File: src/hw/rtl/tms_pkg.sv
`timescale 1ns / 1ps

package tms_pkg;

   localparam int TOTAL_W = 26;
   localparam int VALUE_W = 16;
   localparam int COUNT_W = 11;
   localparam int STATUS_W = 2;
   localparam int COUNT_LIMIT = 2047;
   localparam int TRIM_COUNT = 2;

   localparam logic [TOTAL_W-1:0] TOTAL_MAX = '1;
   localparam logic [VALUE_W-1:0] VALUE_MAX = '1;

   localparam logic [STATUS_W-1:0] STATUS_OK = 2'd0;
   localparam logic [STATUS_W-1:0] STATUS_EMPTY = 2'd1;
   localparam logic [STATUS_W-1:0] STATUS_SHORT = 2'd2;

   typedef struct packed {
      logic [TOTAL_W-1:0] total;
      logic [VALUE_W-1:0] min_value;
      logic [VALUE_W-1:0] max_value;
      logic [COUNT_W-1:0] count;
      logic               dropped;
   } acc_type;

   typedef struct packed {
      logic               start;
      logic [TOTAL_W-1:0] dividend;
      logic [COUNT_W-1:0] divisor;
   } div_req_type;

   typedef struct packed {
      logic               done;
      logic [VALUE_W-1:0] quotient;
   } div_rsp_type;

endpackage

File: src/hw/rtl/tms_accum.sv
`timescale 1ns / 1ps

module tms_accum
   import tms_pkg::*;
#(
   parameter int MAX_SAMPLES = 1024
) (
   input  logic               clock,
   input  logic               reset,
   input  logic               take,
   input  logic [VALUE_W-1:0] sample,
   input  logic               clear,
   output acc_type            acc
);

   localparam int CAP_INT = (MAX_SAMPLES > COUNT_LIMIT) ? COUNT_LIMIT : MAX_SAMPLES;
   localparam logic [COUNT_W-1:0] CAP = COUNT_W'(CAP_INT);

   logic [TOTAL_W-1:0] total_ff, total_in;
   logic [VALUE_W-1:0] min_ff, min_in;
   logic [VALUE_W-1:0] max_ff, max_in;
   logic [COUNT_W-1:0] count_ff, count_in;
   logic               dropped_ff, dropped_in;
   logic [TOTAL_W:0]   sum;

   assign sum = {1'b0, total_ff} + (TOTAL_W+1)'(sample);

   always_comb begin
      total_in = total_ff;
      min_in = min_ff;
      max_in = max_ff;
      count_in = count_ff;
      dropped_in = dropped_ff;
      if (clear) begin
         total_in = '0;
         min_in = VALUE_MAX;
         max_in = '0;
         count_in = '0;
         dropped_in = 1'b0;
      end else if (take && (sample != '0)) begin
         if (count_ff >= CAP) begin
            dropped_in = 1'b1;
         end else begin
            total_in = sum[TOTAL_W] ? TOTAL_MAX : sum[TOTAL_W-1:0];
            if (sample < min_ff) begin
               min_in = sample;
            end
            if (sample > max_ff) begin
               max_in = sample;
            end
            count_in = count_ff + 1'b1;
         end
      end
   end

   always_ff @(posedge clock) begin
      if (reset) begin
         total_ff <= '0;
         min_ff <= VALUE_MAX;
         max_ff <= '0;
         count_ff <= '0;
         dropped_ff <= 1'b0;
      end else begin
         total_ff <= total_in;
         min_ff <= min_in;
         max_ff <= max_in;
         count_ff <= count_in;
         dropped_ff <= dropped_in;
      end
   end

   assign acc.total = total_ff;
   assign acc.min_value = min_ff;
   assign acc.max_value = max_ff;
   assign acc.count = count_ff;
   assign acc.dropped = dropped_ff;

endmodule

File: src/hw/rtl/tms_divider.sv
`timescale 1ns / 1ps

module tms_divider
   import tms_pkg::*;
(
   input  logic        clock,
   input  logic        reset,
   input  div_req_type req,
   output div_rsp_type rsp
);

   localparam int STEP_W = $clog2(TOTAL_W);
   localparam logic [STEP_W-1:0] LAST_STEP = STEP_W'(TOTAL_W - 1);

   typedef enum logic {
      DIV_IDLE,
      DIV_RUN
   } state_type;

   state_type          state_ff, state_in;
   logic [STEP_W-1:0]  step_ff, step_in;
   logic [TOTAL_W-1:0] quo_ff, quo_in;
   logic [COUNT_W-1:0] rem_ff, rem_in;
   logic [COUNT_W-1:0] div_ff, div_in;
   logic               done_ff, done_in;
   logic [COUNT_W:0]   shifted;
   logic [COUNT_W:0]   diff;
   logic               ge;

   assign shifted = {rem_ff, quo_ff[TOTAL_W-1]};
   assign ge = shifted >= {1'b0, div_ff};
   assign diff = shifted - {1'b0, div_ff};

   always_comb begin
      state_in = state_ff;
      step_in = step_ff;
      quo_in = quo_ff;
      rem_in = rem_ff;
      div_in = div_ff;
      done_in = 1'b0;
      case (state_ff)
         DIV_IDLE: begin
            if (req.start) begin
               quo_in = req.dividend;
               div_in = req.divisor;
               rem_in = '0;
               step_in = LAST_STEP;
               state_in = DIV_RUN;
            end
         end
         DIV_RUN: begin
            rem_in = ge ? diff[COUNT_W-1:0] : shifted[COUNT_W-1:0];
            quo_in = {quo_ff[TOTAL_W-2:0], ge};
            step_in = step_ff - 1'b1;
            if (step_ff == '0) begin
               done_in = 1'b1;
               state_in = DIV_IDLE;
            end
         end
         default: begin
            state_in = DIV_IDLE;
         end
      endcase
   end

   always_ff @(posedge clock) begin
      if (reset) begin
         state_ff <= DIV_IDLE;
         done_ff <= 1'b0;
      end else begin
         state_ff <= state_in;
         done_ff <= done_in;
      end
      step_ff <= step_in;
      quo_ff <= quo_in;
      rem_ff <= rem_in;
      div_ff <= div_in;
   end

   assign rsp.done = done_ff;
   assign rsp.quotient = (quo_ff[TOTAL_W-1:VALUE_W] != '0) ? VALUE_MAX
                                                            : quo_ff[VALUE_W-1:0];

endmodule

File: src/hw/rtl/trimmed_mean_statistics_core.sv
`timescale 1ns / 1ps

// channel   direction  handshake             payload
// req       in         req_valid/req_stall   req_sample, req_is_end
// rsp       out        rsp_valid/rsp_stall   rsp_total, rsp_smallest, rsp_largest,
//                                            rsp_sample_count, rsp_mean, rsp_trimmed_mean,
//                                            rsp_status, rsp_capacity_exceeded
//
// samples are taken back to back while req_stall is low, also while a result waits
// an end marker holds req_stall high while the statistics are computed: the mean
// (not for an empty list), then the trimmed mean when there are three or more samples,
// each through the one shared divider that retires one quotient bit per cycle and
// then flags done; after that the result register is loaded, which waits while the
// previous result is stalled
// synchronous active-high reset clears the accumulators and drops any pending result

module trimmed_mean_statistics_core
   import tms_pkg::*;
#(
   parameter int MAX_SAMPLES = 1024
) (
   input  logic                clock,
   input  logic                reset,
   input  logic                req_valid,
   output logic                req_stall,
   input  logic [VALUE_W-1:0]  req_sample,
   input  logic                req_is_end,
   output logic                rsp_valid,
   input  logic                rsp_stall,
   output logic [TOTAL_W-1:0]  rsp_total,
   output logic [VALUE_W-1:0]  rsp_smallest,
   output logic [VALUE_W-1:0]  rsp_largest,
   output logic [COUNT_W-1:0]  rsp_sample_count,
   output logic [VALUE_W-1:0]  rsp_mean,
   output logic [VALUE_W-1:0]  rsp_trimmed_mean,
   output logic [STATUS_W-1:0] rsp_status,
   output logic                rsp_capacity_exceeded
);

   typedef enum logic [1:0] {
      ST_IDLE,
      ST_MEAN,
      ST_TRIM,
      ST_FINISH
   } state_type;

   state_type           state_ff, state_in;
   logic [VALUE_W-1:0]  mean_ff, mean_in;
   logic [VALUE_W-1:0]  trim_ff, trim_in;
   logic                rsp_valid_ff, rsp_valid_in;
   logic [TOTAL_W-1:0]  total_ff, total_in;
   logic [VALUE_W-1:0]  smallest_ff, smallest_in;
   logic [VALUE_W-1:0]  largest_ff, largest_in;
   logic [COUNT_W-1:0]  count_ff, count_in;
   logic [VALUE_W-1:0]  out_mean_ff, out_mean_in;
   logic [VALUE_W-1:0]  out_trim_ff, out_trim_in;
   logic [STATUS_W-1:0] status_ff, status_in;
   logic                dropped_ff, dropped_in;

   acc_type             acc;
   div_req_type         div_req;
   div_rsp_type         div_rsp;
   logic                accept;
   logic                take_sample;
   logic                clear;
   logic [VALUE_W:0]    trim_edge;
   logic                trim_ok;
   logic                empty;

   assign req_stall = (state_ff != ST_IDLE);
   assign accept = req_valid && !req_stall;
   assign take_sample = accept && !req_is_end;
   assign trim_edge = {1'b0, acc.min_value} + {1'b0, acc.max_value};
   assign trim_ok = (acc.count > COUNT_W'(TRIM_COUNT))
                    && (acc.total >= TOTAL_W'(trim_edge));
   assign empty = (acc.count == '0);

   tms_accum #(
      .MAX_SAMPLES(MAX_SAMPLES)
   ) u_accum (
      .clock (clock),
      .reset (reset),
      .take  (take_sample),
      .sample(req_sample),
      .clear (clear),
      .acc   (acc)
   );

   tms_divider u_divider (
      .clock(clock),
      .reset(reset),
      .req  (div_req),
      .rsp  (div_rsp)
   );

   always_comb begin
      state_in = state_ff;
      mean_in = mean_ff;
      trim_in = trim_ff;
      rsp_valid_in = rsp_valid_ff && rsp_stall;
      total_in = total_ff;
      smallest_in = smallest_ff;
      largest_in = largest_ff;
      count_in = count_ff;
      out_mean_in = out_mean_ff;
      out_trim_in = out_trim_ff;
      status_in = status_ff;
      dropped_in = dropped_ff;
      div_req.start = 1'b0;
      div_req.dividend = acc.total;
      div_req.divisor = acc.count;
      clear = 1'b0;
      case (state_ff)
         ST_IDLE: begin
            if (accept && req_is_end) begin
               mean_in = '0;
               trim_in = '0;
               if (empty) begin
                  state_in = ST_FINISH;
               end else begin
                  div_req.start = 1'b1;
                  state_in = ST_MEAN;
               end
            end
         end
         ST_MEAN: begin
            if (div_rsp.done) begin
               mean_in = div_rsp.quotient;
               if (trim_ok) begin
                  div_req.start = 1'b1;
                  div_req.dividend = acc.total - TOTAL_W'(trim_edge);
                  div_req.divisor = acc.count - COUNT_W'(TRIM_COUNT);
                  state_in = ST_TRIM;
               end else begin
                  state_in = ST_FINISH;
               end
            end
         end
         ST_TRIM: begin
            if (div_rsp.done) begin
               trim_in = div_rsp.quotient;
               state_in = ST_FINISH;
            end
         end
         ST_FINISH: begin
            if (!rsp_valid_ff || !rsp_stall) begin
               rsp_valid_in = 1'b1;
               total_in = acc.total;
               smallest_in = empty ? '0 : acc.min_value;
               largest_in = empty ? '0 : acc.max_value;
               count_in = acc.count;
               out_mean_in = mean_ff;
               out_trim_in = trim_ff;
               dropped_in = acc.dropped;
               if (empty) begin
                  status_in = STATUS_EMPTY;
               end else if (acc.count <= COUNT_W'(TRIM_COUNT)) begin
                  status_in = STATUS_SHORT;
               end else begin
                  status_in = STATUS_OK;
               end
               clear = 1'b1;
               state_in = ST_IDLE;
            end
         end
         default: begin
            state_in = ST_IDLE;
         end
      endcase
   end

   always_ff @(posedge clock) begin
      if (reset) begin
         state_ff <= ST_IDLE;
         rsp_valid_ff <= 1'b0;
      end else begin
         state_ff <= state_in;
         rsp_valid_ff <= rsp_valid_in;
      end
      mean_ff <= mean_in;
      trim_ff <= trim_in;
      total_ff <= total_in;
      smallest_ff <= smallest_in;
      largest_ff <= largest_in;
      count_ff <= count_in;
      out_mean_ff <= out_mean_in;
      out_trim_ff <= out_trim_in;
      status_ff <= status_in;
      dropped_ff <= dropped_in;
   end

   assign rsp_valid = rsp_valid_ff;
   assign rsp_total = total_ff;
   assign rsp_smallest = smallest_ff;
   assign rsp_largest = largest_ff;
   assign rsp_sample_count = count_ff;
   assign rsp_mean = out_mean_ff;
   assign rsp_trimmed_mean = out_trim_ff;
   assign rsp_status = status_ff;
   assign rsp_capacity_exceeded = dropped_ff;

endmodule

File: config.mk
export PLATFORM = sky130hd
export DESIGN_NAME = trimmed_mean_statistics_core
export DESIGN_NICKNAME = d
export VERILOG_FILES = /design/src/hw/rtl/tms_pkg.sv /design/src/hw/rtl/tms_accum.sv /design/src/hw/rtl/tms_divider.sv /design/src/hw/rtl/trimmed_mean_statistics_core.sv
export SDC_FILE = /design/constraint.sdc
export NUM_CORES = 1
export LEC_CHECK = 0
export BUFFER_PORTS_ARGS = -buffer_cell sky130_fd_sc_hd__buf_2
export CAP_MARGIN = 20
export CORE_MARGIN = 1
export CORE_UTILIZATION = 56
export CTS_BUF_LIST = sky130_fd_sc_hd__clkbuf_2
export CTS_CLUSTER_DIAMETER = 120
export DETAILED_ROUTE_END_ITERATION = 10
export PLACE_DENSITY = 0.89
export SETUP_SLACK_MARGIN = 0.4
export SYNTH_ARGS = -nofsm -noshare
export SYNTH_HDL_FRONTEND = slang
export SYNTH_SLANG_ARGS = --single-unit
File: constraint.sdc
create_clock -name clock -period 10.1 [get_ports clock]
set_input_delay 0.505 -clock clock [delete_from_list [all_inputs] [get_ports clock]]
set_output_delay 0.505 -clock clock [all_outputs]
set_load 0.05 [all_outputs]
# Word level (Yosys, flattened, before mapping)
# Cells that the tools add are included.
[word_totals]
register_bits = 264
inputBits = 21
output_inout_bits = 106
word_cells = 112
[op_classes]
addsub = 7
order_cmp = 7
n_eq_ne = 8
muxes = 35
bitwise = 2
n_reduce_logical = 30
[ops]
columns = ["cell", "n"]
rows = [
  ["38-bit two-way mux", 2],
  ["16-bit one-hot mux with 2 select lines", 2],
  ["26-bit two-way mux", 2],
  ["26-bit one-hot mux with 2 select lines", 1],
  ["16-bit two-way mux", 3],
  ["37-bit two-way mux", 1],
  ["26-bit by 16-bit adder with 27-bit output", 1],
  ["26-bit by 17-bit greater-or-equal comparator with 1-bit output", 1],
  ["26-bit by 17-bit subtractor with 26-bit output", 1],
  ["11-bit two-way mux", 2],
  ["11-bit one-hot mux with 2 select lines", 1],
  ["16-bit by 16-bit adder with 17-bit output", 1],
  ["16-bit greater-than comparator", 1],
  ["16-bit < comparator", 1],
  ["16-bit nonzero test", 1],
  ["12-bit by 11-bit greater-or-equal comparator with 1-bit output", 1],
  ["2-bit two-way mux", 6],
  ["3-bit AND reduction", 4],
  ["11-bit by 1-bit adder with 11-bit output, second input constant", 1],
  ["11-bit greater-or-equal comparator, second input constant", 1],
  ["11-bit by 2-bit greater-than comparator with 1-bit output, second input constant", 1],
  ["11-bit by 2-bit <= comparator with 1-bit output, second input constant", 1],
  ["11-bit logical NOT", 1],
  ["11-bit subtractor", 1],
  ["other kinds (22)", 51],
]

# Depth between registers and ports, before layout
# Gate-level depths: netlist (run 1).
[depth]
depth_word = 8
mapped_depth = 20
depth_no_buf = 19

# Hierarchy
# Synthesis (run 1) repeated with hierarchy kept, for this count alone.
[unflattened]
hier_cells = 1311
area_unflattened_um2 = 14345.0
[by_module_without_submodules]
columns = ["mod", "n_inst", "cells_each", "area_each_um2"]
rows = [
  ["trimmed_mean_statistics_core", 1, 538, 6926.6],
  ["tms_accum", 1, 549, 4534.3],
  ["tms_divider", 1, 224, 2884.0],
]

# Least setup slack after synthesis (run 1)
# Ideal clock, no wire load.
[synth_timing]
kind = "flip-flop to flip-flop"
start = "register state_ff[0]"
end = "register u_accum.total_ff[24]"
arrival_ps = 9625
required_ps = 9968
path_slack_ps = 343
path_stages_with_launch = 7
path_buffers = 2
period_less_slack_ps = 9757
path_cell_list = "dfxtp_1 -> ha_1 -> a21boi_0 -> or2_2 -> clkbuf_1 -> clkbuf_1 -> o21ai_0"
[synth_via]
word_cells_on_any_way = 9
cone_classes = "eq/ne: 1; mux: 1; reduce/logical: 7"
[synth_rtl]
columns = ["item", "line_no", "rtl"]
rows = [
  ["start: declaration", "trimmed_mean_statistics_core.sv:47", "state_type state_ff, state_in;"],
  ["start signal: assignment", "trimmed_mean_statistics_core.sv:177", "state_ff <= state_in;"],
  ["2-bit equality test", "trimmed_mean_statistics_core.sv:113", "case (state_ff)"],
  ["1-bit two-way mux", "trimmed_mean_statistics_core.sv:113", ""],
  ["named net clear", "trimmed_mean_statistics_core.sv:65", "logic clear;"],
  ["2-bit OR reduction (no source line)", "n/a", ""],
  ["end signal: assignment", "tms_accum.sv:64", "total_ff <= total_in;"],
  ["end: declaration", "tms_accum.sv:19", "logic [TOTAL_W-1:0] total_ff, total_in;"],
]
# The timed path passes the listed nets, and every way through them passes these cells.
# A chain may end at the register's enable or synchronous reset.

# Worst setup path after layout (run 1)
[layout_timing]
start = "register u_accum.max_ff[0]"
end = "register u_divider.div_ff[3] (enable)"
[layout_via]
elab_chain_len = 7
[layout_lines]
columns = ["item", "line_no", "rtl"]
rows = [
  ["start: declaration", "tms_accum.sv:21", "logic [VALUE_W-1:0] max_ff, max_in;"],
  ["start signal: assignment", "tms_accum.sv:66", "max_ff <= max_in;"],
  ["16-bit by 16-bit adder with 17-bit output", "trimmed_mean_statistics_core.sv:73", "assign trim_edge = {1'b0, acc.min_value} + {1'b0, acc.max_value};"],
  ["26-bit by 17-bit greater-or-equal comparator with 1-bit output", "trimmed_mean_statistics_core.sv:75", "&& (acc.total >= TOTAL_W'(trim_edge));"],
  ["1-bit logical AND", "trimmed_mean_statistics_core.sv:75", ""],
  ["38-bit two-way mux", "trimmed_mean_statistics_core.sv:129", "if (trim_ok) begin"],
  ["38-bit two-way mux", "trimmed_mean_statistics_core.sv:127", "if (div_rsp.done) begin"],
  ["1-bit one-hot mux with 2 select lines", "trimmed_mean_statistics_core.sv:113", ""],
  ["2-bit AND reduction (no source line)", "n/a", ""],
  ["end signal: assignment", "tms_divider.sv:77", "div_ff <= div_in;"],
  ["end: declaration", "tms_divider.sv:24", "logic [COUNT_W-1:0] div_ff, div_in;"],
]
# Every way passes these cells.

==> reports/results.ini, run 1 <==
[status]
status=finished clean

[route]
drc_errors=0
wire_per_inst_um=17.9
vias_per_cell=5.96
num_vias=10900
dr.pass1.iters=7
initialDrtViolationCount=887
wl_mm=32.7
drtAntennaViolNets=0

[yosys]
yosysSeqAreaShare=0.520
async_flop_share=0
synth-compound-area-share=0.169
synth_top_family_by_area=compound AO/OA/AOI/OAI gates
syn_nets=1407
synthXorXnorAreaFrac=0.0444
syn_avg_cell_area_um2=10.8
synth_edf_count=189
synth_area_um2=13800
synth_top_flop_cell=edfxtp_1
synth-simple-area-share=0.119
synth_cell_types=63
muxShareOfSynthArea=0.0145
synthCells=1281
synthAdderAreaFrac=0.0974
yosysWarnings=0
synth_seq_cells=264

[clock_network]
clock_sinks=264
clk_pin_slew_ns=0.10
clock_latency_ns=0.92
ctsRootBufferMaster=clkbuf_2
cts_setup_buffers=0
cts_tree=done
htree_levels=2
max-clock-path-buffers=3
numCtsBuffers=60

[setup_path]
r2r_end=u_divider.div_ff[3]
start_kind=register
r2r_setup_slack_ns=4.65
crit_required_ns=10.60
worst_r2r_startpoint=u_accum.max_ff[0]
reg2reg_depth=18
startpoint=u_accum.max_ff[0]
crit_end=u_divider.div_ff[3]
end_kind=register
crit_fanout=33
cp_data_arrival_time_ns=5.95
critPathKind=register to register

[sta]
hold_violations=0
timing.fmax_mhz=183
relSlewSlack=0.282
slew_violations=0
rsz0062_at_grt=no
fin_skew_ns=0.0824
fin_crit_sh=0.540
period_minus_slack_ns=5.45
fin_ws_ns=4.65
fin_setup_tns_ns=0
setup_viol=0
worst_pin_slew_ns=1.08

[die]
dieWidth_um=159
core_area_um2=24200
die_area_um2=25300
core.rowCount=57
die_h_um=159
ioPinCount=127
initial_core_util=0.569

[grt]
grt-busiest-layer=met2
grt_use_met3=0.0443
use_met2=0.428
grt_pass1_vias=10400
grt-ovfl-total=0
grt_use_met1=0.326
grt_antenna_before_repair=1
track_usage=0.254
grt_max_degree=60
grt_pass1_wl_mm=51.9

[cells_and_area]
finalInstanceArea_um2=15500
syn2layout_area_growth_pct=12.5
drive_gt1_frac=0.165
finalNetCount=1579

[hold_path]
hold_class=primary input to register

[placement]
port_buffers=126
hpwl_mm=23.2
dp_slack_ns=4.34
place_congestion=0.927
placed_area_um2=14800

[pwr]
p_per_area_nw_per_um2=220
power_mw=3.42
peakVddDrop_uv=130
p_leak_nw=6.36

[job]
cap_violations=0

==> report_power, final <==
| group | switching [mW] | leakage [nW] | internal, mW | total, mW |
|---|---|---|---|---|
| Clock | 0.413 | 0.405 | 0.251 | 0.664 |
| Sequential | 0.0945 | 2.37 | 1.41 | 1.50 |
| Combinational | 0.825 | 3.59 | 0.433 | 1.26 |
==> kinds of logic (layout without fill, tap and decap cells) <==
family	count (synthesis)	count (layout)
muxes	20	20
adders and majority gates	105	105
buffers and inverters	125	344
DFF	264	264
xor gates and xnor gates	70	70
and+or+nand+nor	341	341
other	0	1
AOI/OAI and AO/OA	356	356
==> how the worst min path moves through the flow <==
| stage | start | to | slack [ns] | cells after the start |
|---|---|---|---|---|
| 2_1_floorplan | mean_ff[0] | rsp_mean[0] | 0.40 | 0 |
| 3_3_place_gp | trim_ff[5] | rsp_trimmed_mean[5] | 0.40 | 0 |
| 3_5_place_dp | trim_ff[11] | rsp_trimmed_mean[11] | 0.40 | 0 |
| 4_1_cts | req_valid | u_divider.state_ff | 0.05 | 3 |
| 5_1_grt | req_valid | u_divider.state_ff | 0.08 | 3 |
| 6_report | req_valid | u_divider.state_ff | 0.11 | 3 |
==> Yosys cell counts (5+ instances only) <==
cell | instances | area, µm²
a2111oi_0 | 5 | 43.8
a211oi_1 | 9 | 67.6
a21o_1 | 23 | 173
a21oi_1 | 71 | 355
a31oi_1 | 30 | 188
and2_1 | 5 | 31.3
buf_1 | 5 | 18.8
clkbuf_1 | 42 | 158
dfxtp_1 | 75 | 1500
edfxtp_1 | 189 | 5680
ha_1 | 101 | 1260
inv_1 | 73 | 274
mux2i_1 | 20 | 200
nand2_1 | 71 | 267
nand2b_1 | 8 | 50.1
nand3_1 | 46 | 230
nand4_1 | 14 | 87.6
nor2_1 | 112 | 420
nor2b_1 | 13 | 81.3
nor3_1 | 18 | 90.1
nor4_1 | 11 | 68.8
o211ai_1 | 23 | 173
o21a_1 | 45 | 338
o21ai_0 | 72 | 360
o21ai_1 | 14 | 70.1
o21bai_1 | 6 | 45.0
o311ai_0 | 22 | 193
o31a_1 | 5 | 43.8
o31ai_1 | 8 | 60.1
or2_2 | 6 | 37.5
or3_1 | 7 | 43.8
or4_1 | 10 | 75.1
xnor2_1 | 35 | 307
xor2_1 | 35 | 307
==> per-layer routing <==
layer	up-vias	share of wire
li1	5175	-
met1	5090	0.41
met2	534	0.48
met3	87	0.080
met4	0	0.033
met5	-	0
==> metrics by stage <==
step	hold WS, ns	utilization	cells
floorplan	0.400	-	1281
global placement	0.404	0.609	1694
detailed placement	0.405	0.609	1694
CTS	0.0490	0.639	1821
global route	0.0835	0.641	1825
finish	0.114	0.641	1825
==> cell usage in the layout, fill, tap and decap left out, types with 20 or more instances in the layout <==
master	count
edfxtp_1	189
buf_2	126
nor2_1	110
ha_1	101
clkbuf_2	83
dfxtp_1	75
inv_1	73
o21ai_0	72
a21oi_1	71
nand2_1	71
o21a_1	45
nand3_1	45
xor2_1	35
xnor2_1	35
a31oi_1	30
o211ai_1	23
a21o_1	23
clkinv_1	23
o311ai_0	22
mux2i_1	20
==> layout make-up <==
class / instances / area [µm²]
Antenna cell: 1 / 2.50
Clock buffer: 83 / 415
Clock inverter: 26 / 131
Fill cell: 1872 / 8720
Inverter: 74 / 278
Multi-Input combinational cell: 892 / 6160
Sequential cell: 264 / 7180
Tap cell: 324 / 405
Timing Repair Buffer: 161 / 958
==> registers in the layout (all words and copies together) (netlist names), 16 cells and up <==
| name | flops |
|---|---|
| u_divider.quo_ff | 26 |
| trim_ff | 16 |
| u_accum.max_ff | 16 |
| rsp_largest | 16 |
| rsp_trimmed_mean | 16 |
| mean_ff | 16 |
| rsp_smallest | 16 |
| u_accum.min_ff | 16 |
| rsp_total | 26 |
| rsp_mean | 16 |
| u_accum.total_ff | 26 |
==> worst max-delay path, cell delays in order (launching register included) <==
cell and delay [ns]:
dfxtp_1 0.35, ha_1 0.21, inv_1 0.07, fa_1 0.22, nor2b_1 0.07, o21a_1 0.19, o21ai_0 0.24, a21oi_1 0.14
a41o_1 0.27, o41ai_1 0.45, o21ai_0 0.27, xnor2_1 0.19, ha_1 0.36, nand3_1 0.12, nor4_1 0.40, a2111o_1 0.33
o2111ai_4 0.12, buf_4 0.32, a21oi_1 0.77
==> what timing repair did <==
action,in CTS,in global routing
hold endpoints to repair,35,0
endpoints found under the setup margin,0,0
resized for setup,0,0
hold buffers,18,0
No activity file was read; power rests on OpenSTA's default activity.
==> run 2, diff against run 1 <==
==> constraint.sdc (replaced) <==
create_clock -name clock -period 4.7 [get_ports clock]
set_input_delay 0.235 -clock clock [delete_from_list [all_inputs] [get_ports clock]]
set_output_delay 0.235 -clock clock [all_outputs]
set_load 0.05 [all_outputs]
==> run 2 against run 1 <==
  * Count of clock-buffer cells in the layout is 3 higher
  * Sequential share of layout area is 2.0 points lower
  * Die area stayed put
  * Largest cell class unchanged
  * Largest power group unchanged
==> reports/results.ini, run 2 (same netlist as run 1, synthesis figures left out) <==
[status]
status=finished clean  ; unchanged

[pwr]
p_per_area_nw_per_um2=478  ; was 220 nW/µm²
power_mw=7.78  ; was 3.42 mW
peakVddDrop_uv=266  ; was 130 µV
p_leak_nw=6.67  ; was 6.36 nW

[route]
dr.pass1.iters=6  ; was 7
vias_per_cell=6.11  ; was 5.96
wire_per_inst_um=19.2  ; was 17.9 µm
drc_errors=0  ; unchanged
initialDrtViolationCount=1033  ; was 887
wl_mm=35.7  ; was 32.7 mm
drtAntennaViolNets=0  ; unchanged
num_vias=11400  ; was 10900

[setup_path]
cp_cell_sequence=ha_4 -> inv_2 -> fa_2 -> nor2b_2 -> o21a_1 -> o21ai_2 -> a21oi_2 -> a41o_1 -> buf_6 -> o41ai_4 -> o21ai_2 -> xnor2_1 -> ha_1 -> nand3_2 -> nor4_4 -> a2111o_1 -> o2111ai_4 -> buf_6 -> or4_4 -> xnor2_1  ; was ha_1 -> inv_1 -> fa_1 -> nor2b_1 -> o21a_1 -> o21ai_0 -> a21oi_1 -> a41o_1 -> o41ai_1 -> o21ai_0 -> xnor2_1 -> ha_1 -> nand3_1 -> nor4_1 -> a2111o_1 -> o2111ai_4 -> buf_4 -> a21oi_1
slowest_stage=or4_4  ; was a21oi_1
max_stage_delay_ns=0.43  ; was 0.77 ns
cp.depth=20  ; was 18
crit_required_ns=5.29  ; was 10.60 ns
path_buf_inv=3  ; was 2
start_kind=register  ; unchanged
crit_fanout=5  ; was 33
cp_data_arrival_time_ns=5.01  ; was 5.95 ns
reg2reg_depth=20  ; was 18
end_kind=register  ; unchanged
cp_top_family=compound AO/OA/AOI/OAI gates  ; unchanged
critPathKind=register to register  ; unchanged

[sta]
setup_viol=0  ; unchanged
hold_violations=0  ; unchanged
period_minus_slack_ns=4.42  ; was 5.45 ns
worst_pin_slew_ns=1.06  ; was 1.08 ns
slew_violations=0  ; unchanged
rsz0062_at_grt=yes  ; was no
fin_crit_sh=0.940  ; was 0.540
timing.fmax_mhz=226  ; was 183 MHz
relSlewSlack=0.292  ; was 0.282
fin_ws_ns=0.282  ; was 4.65 ns
fin_skew_ns=0.0681  ; was 0.0824 ns

[job]
cap_violations=0  ; unchanged

[hold_path]
hold_class=primary input to register  ; unchanged
min_path_cells=4  ; was 3

[die]
die_area_um2=25300  ; unchanged
ioPinCount=127  ; unchanged
core.rowCount=57  ; unchanged
core_area_um2=24200  ; unchanged
dieWidth_um=159  ; unchanged
die_h_um=159  ; unchanged
initial_core_util=0.569  ; unchanged

[clock_network]
numCtsBuffers=61  ; was 60
htree_levels=2  ; unchanged
ctsRootBufferMaster=clkbuf_2  ; unchanged
clock_sinks=264  ; unchanged
clk_pin_slew_ns=0.12  ; was 0.10 ns
clock_latency_ns=0.90  ; was 0.92 ns
max-clock-path-buffers=3  ; unchanged
cts_tree=done  ; unchanged

[placement]
port_buffers=126  ; unchanged
dp_slack_ns=-0.0436  ; was 4.34 ns
place_congestion=0.896  ; was 0.927
placed_area_um2=14900  ; was 14800 µm²
hpwl_mm=23.9  ; was 23.2 mm

[grt]
grt_max_degree=80  ; was 60
grt_pass1_vias=10900  ; was 10400
track_usage=0.269  ; was 0.254
grt-ovfl-total=0  ; unchanged
grt_antenna_before_repair=1  ; unchanged
grt_pass1_wl_mm=54.6  ; was 51.9 mm

[cells_and_area]
layout_common_cells=edfxtp_1, buf_2, nor2_1  ; unchanged
syn2layout_area_growth_pct=17.8  ; was 12.5%
drive_gt1_frac=0.220  ; was 0.165
finalNetCount=1619  ; was 1579
finalInstanceArea_um2=16300  ; was 15500 µm²
layout_commonest_cell=edfxtp_1  ; unchanged

run 2: metal layers:
layer / global-route usage / vias to the layer above / part of all wire
li1: - / 5232 / -
met1: 0.339 / 5350 / 0.40
met2: 0.447 / 663 / 0.47
met3: 0.0521 / 139 / 0.087
met4: 0.128 / 0 / 0.042
met5: 0 / - / 0
run 2: layout make-up:
class,count,area (µm²)
tap,324,405
antenna,1,2.50
clock inverter,23,130
clock buffer,86,430
inverter,74,278
multi-input combinational,892,6480
timing repair buffer,200,1350
fill,1763,7990
sequential,264,7180
run 2: final timing paths:
kind / end / slack [ns] / from
worst max-delay path: u_divider.div_ff[4] / 0.28 / u_accum.min_ff[0]
worst min-delay path: u_accum.max_ff[9] / 0.23 / req_sample[9]
worst max register to register: u_divider.div_ff[4] / 0.28 / u_accum.min_ff[0]
worst min register to register: rsp_trimmed_mean[3] / 0.39 / trim_ff[3]
run 2: where the power goes:
part	internal [mW]	total (mW)	switching, mW
combinational	1.11	3.07	1.96
sequential	3.02	3.24	0.215
clock	0.557	1.47	0.908
total	4.69	7.78	3.08
run 2: worst register-to-register path, delay by kind of cell, from the launching register on:
kind / cells / cell delay, ns
fa+ha+maj: 3 / 0.76
simple gates: 4 / 0.84
buf+inv: 3 / 0.36
flops: 1 / 0.35
xor+xnor: 2 / 0.28
compound gates: 8 / 1.56
run 2: timing repair:
| action | CTS | global route |
|---|---|---|
| gates cloned | 0 | 1 |
| gates resized for setup | 23 | 59 |
| buffers inserted | 13 | 9 |
| hold endpoints to repair | 88 | 0 |
| hold buffers | 23 | 0 |
| endpoints found under the setup margin | 89 | 88 |
| pin swaps | 11 | 26 |
run 2: through the flow:
stage / instances / TNS (ns) / utilization / hold WS, ns
after floorplan: 1281 / 0 / - / 0.304
after global placement: 1706 / 0 / 0.614 / 0.400
after detailed placement: 1706 / -0.0436 / 0.614 / 0.405
after CTS: 1851 / 0 / 0.655 / 0.157
after global routing: 1864 / 0 / 0.670 / 0.191
final: 1864 / 0 / 0.670 / 0.232
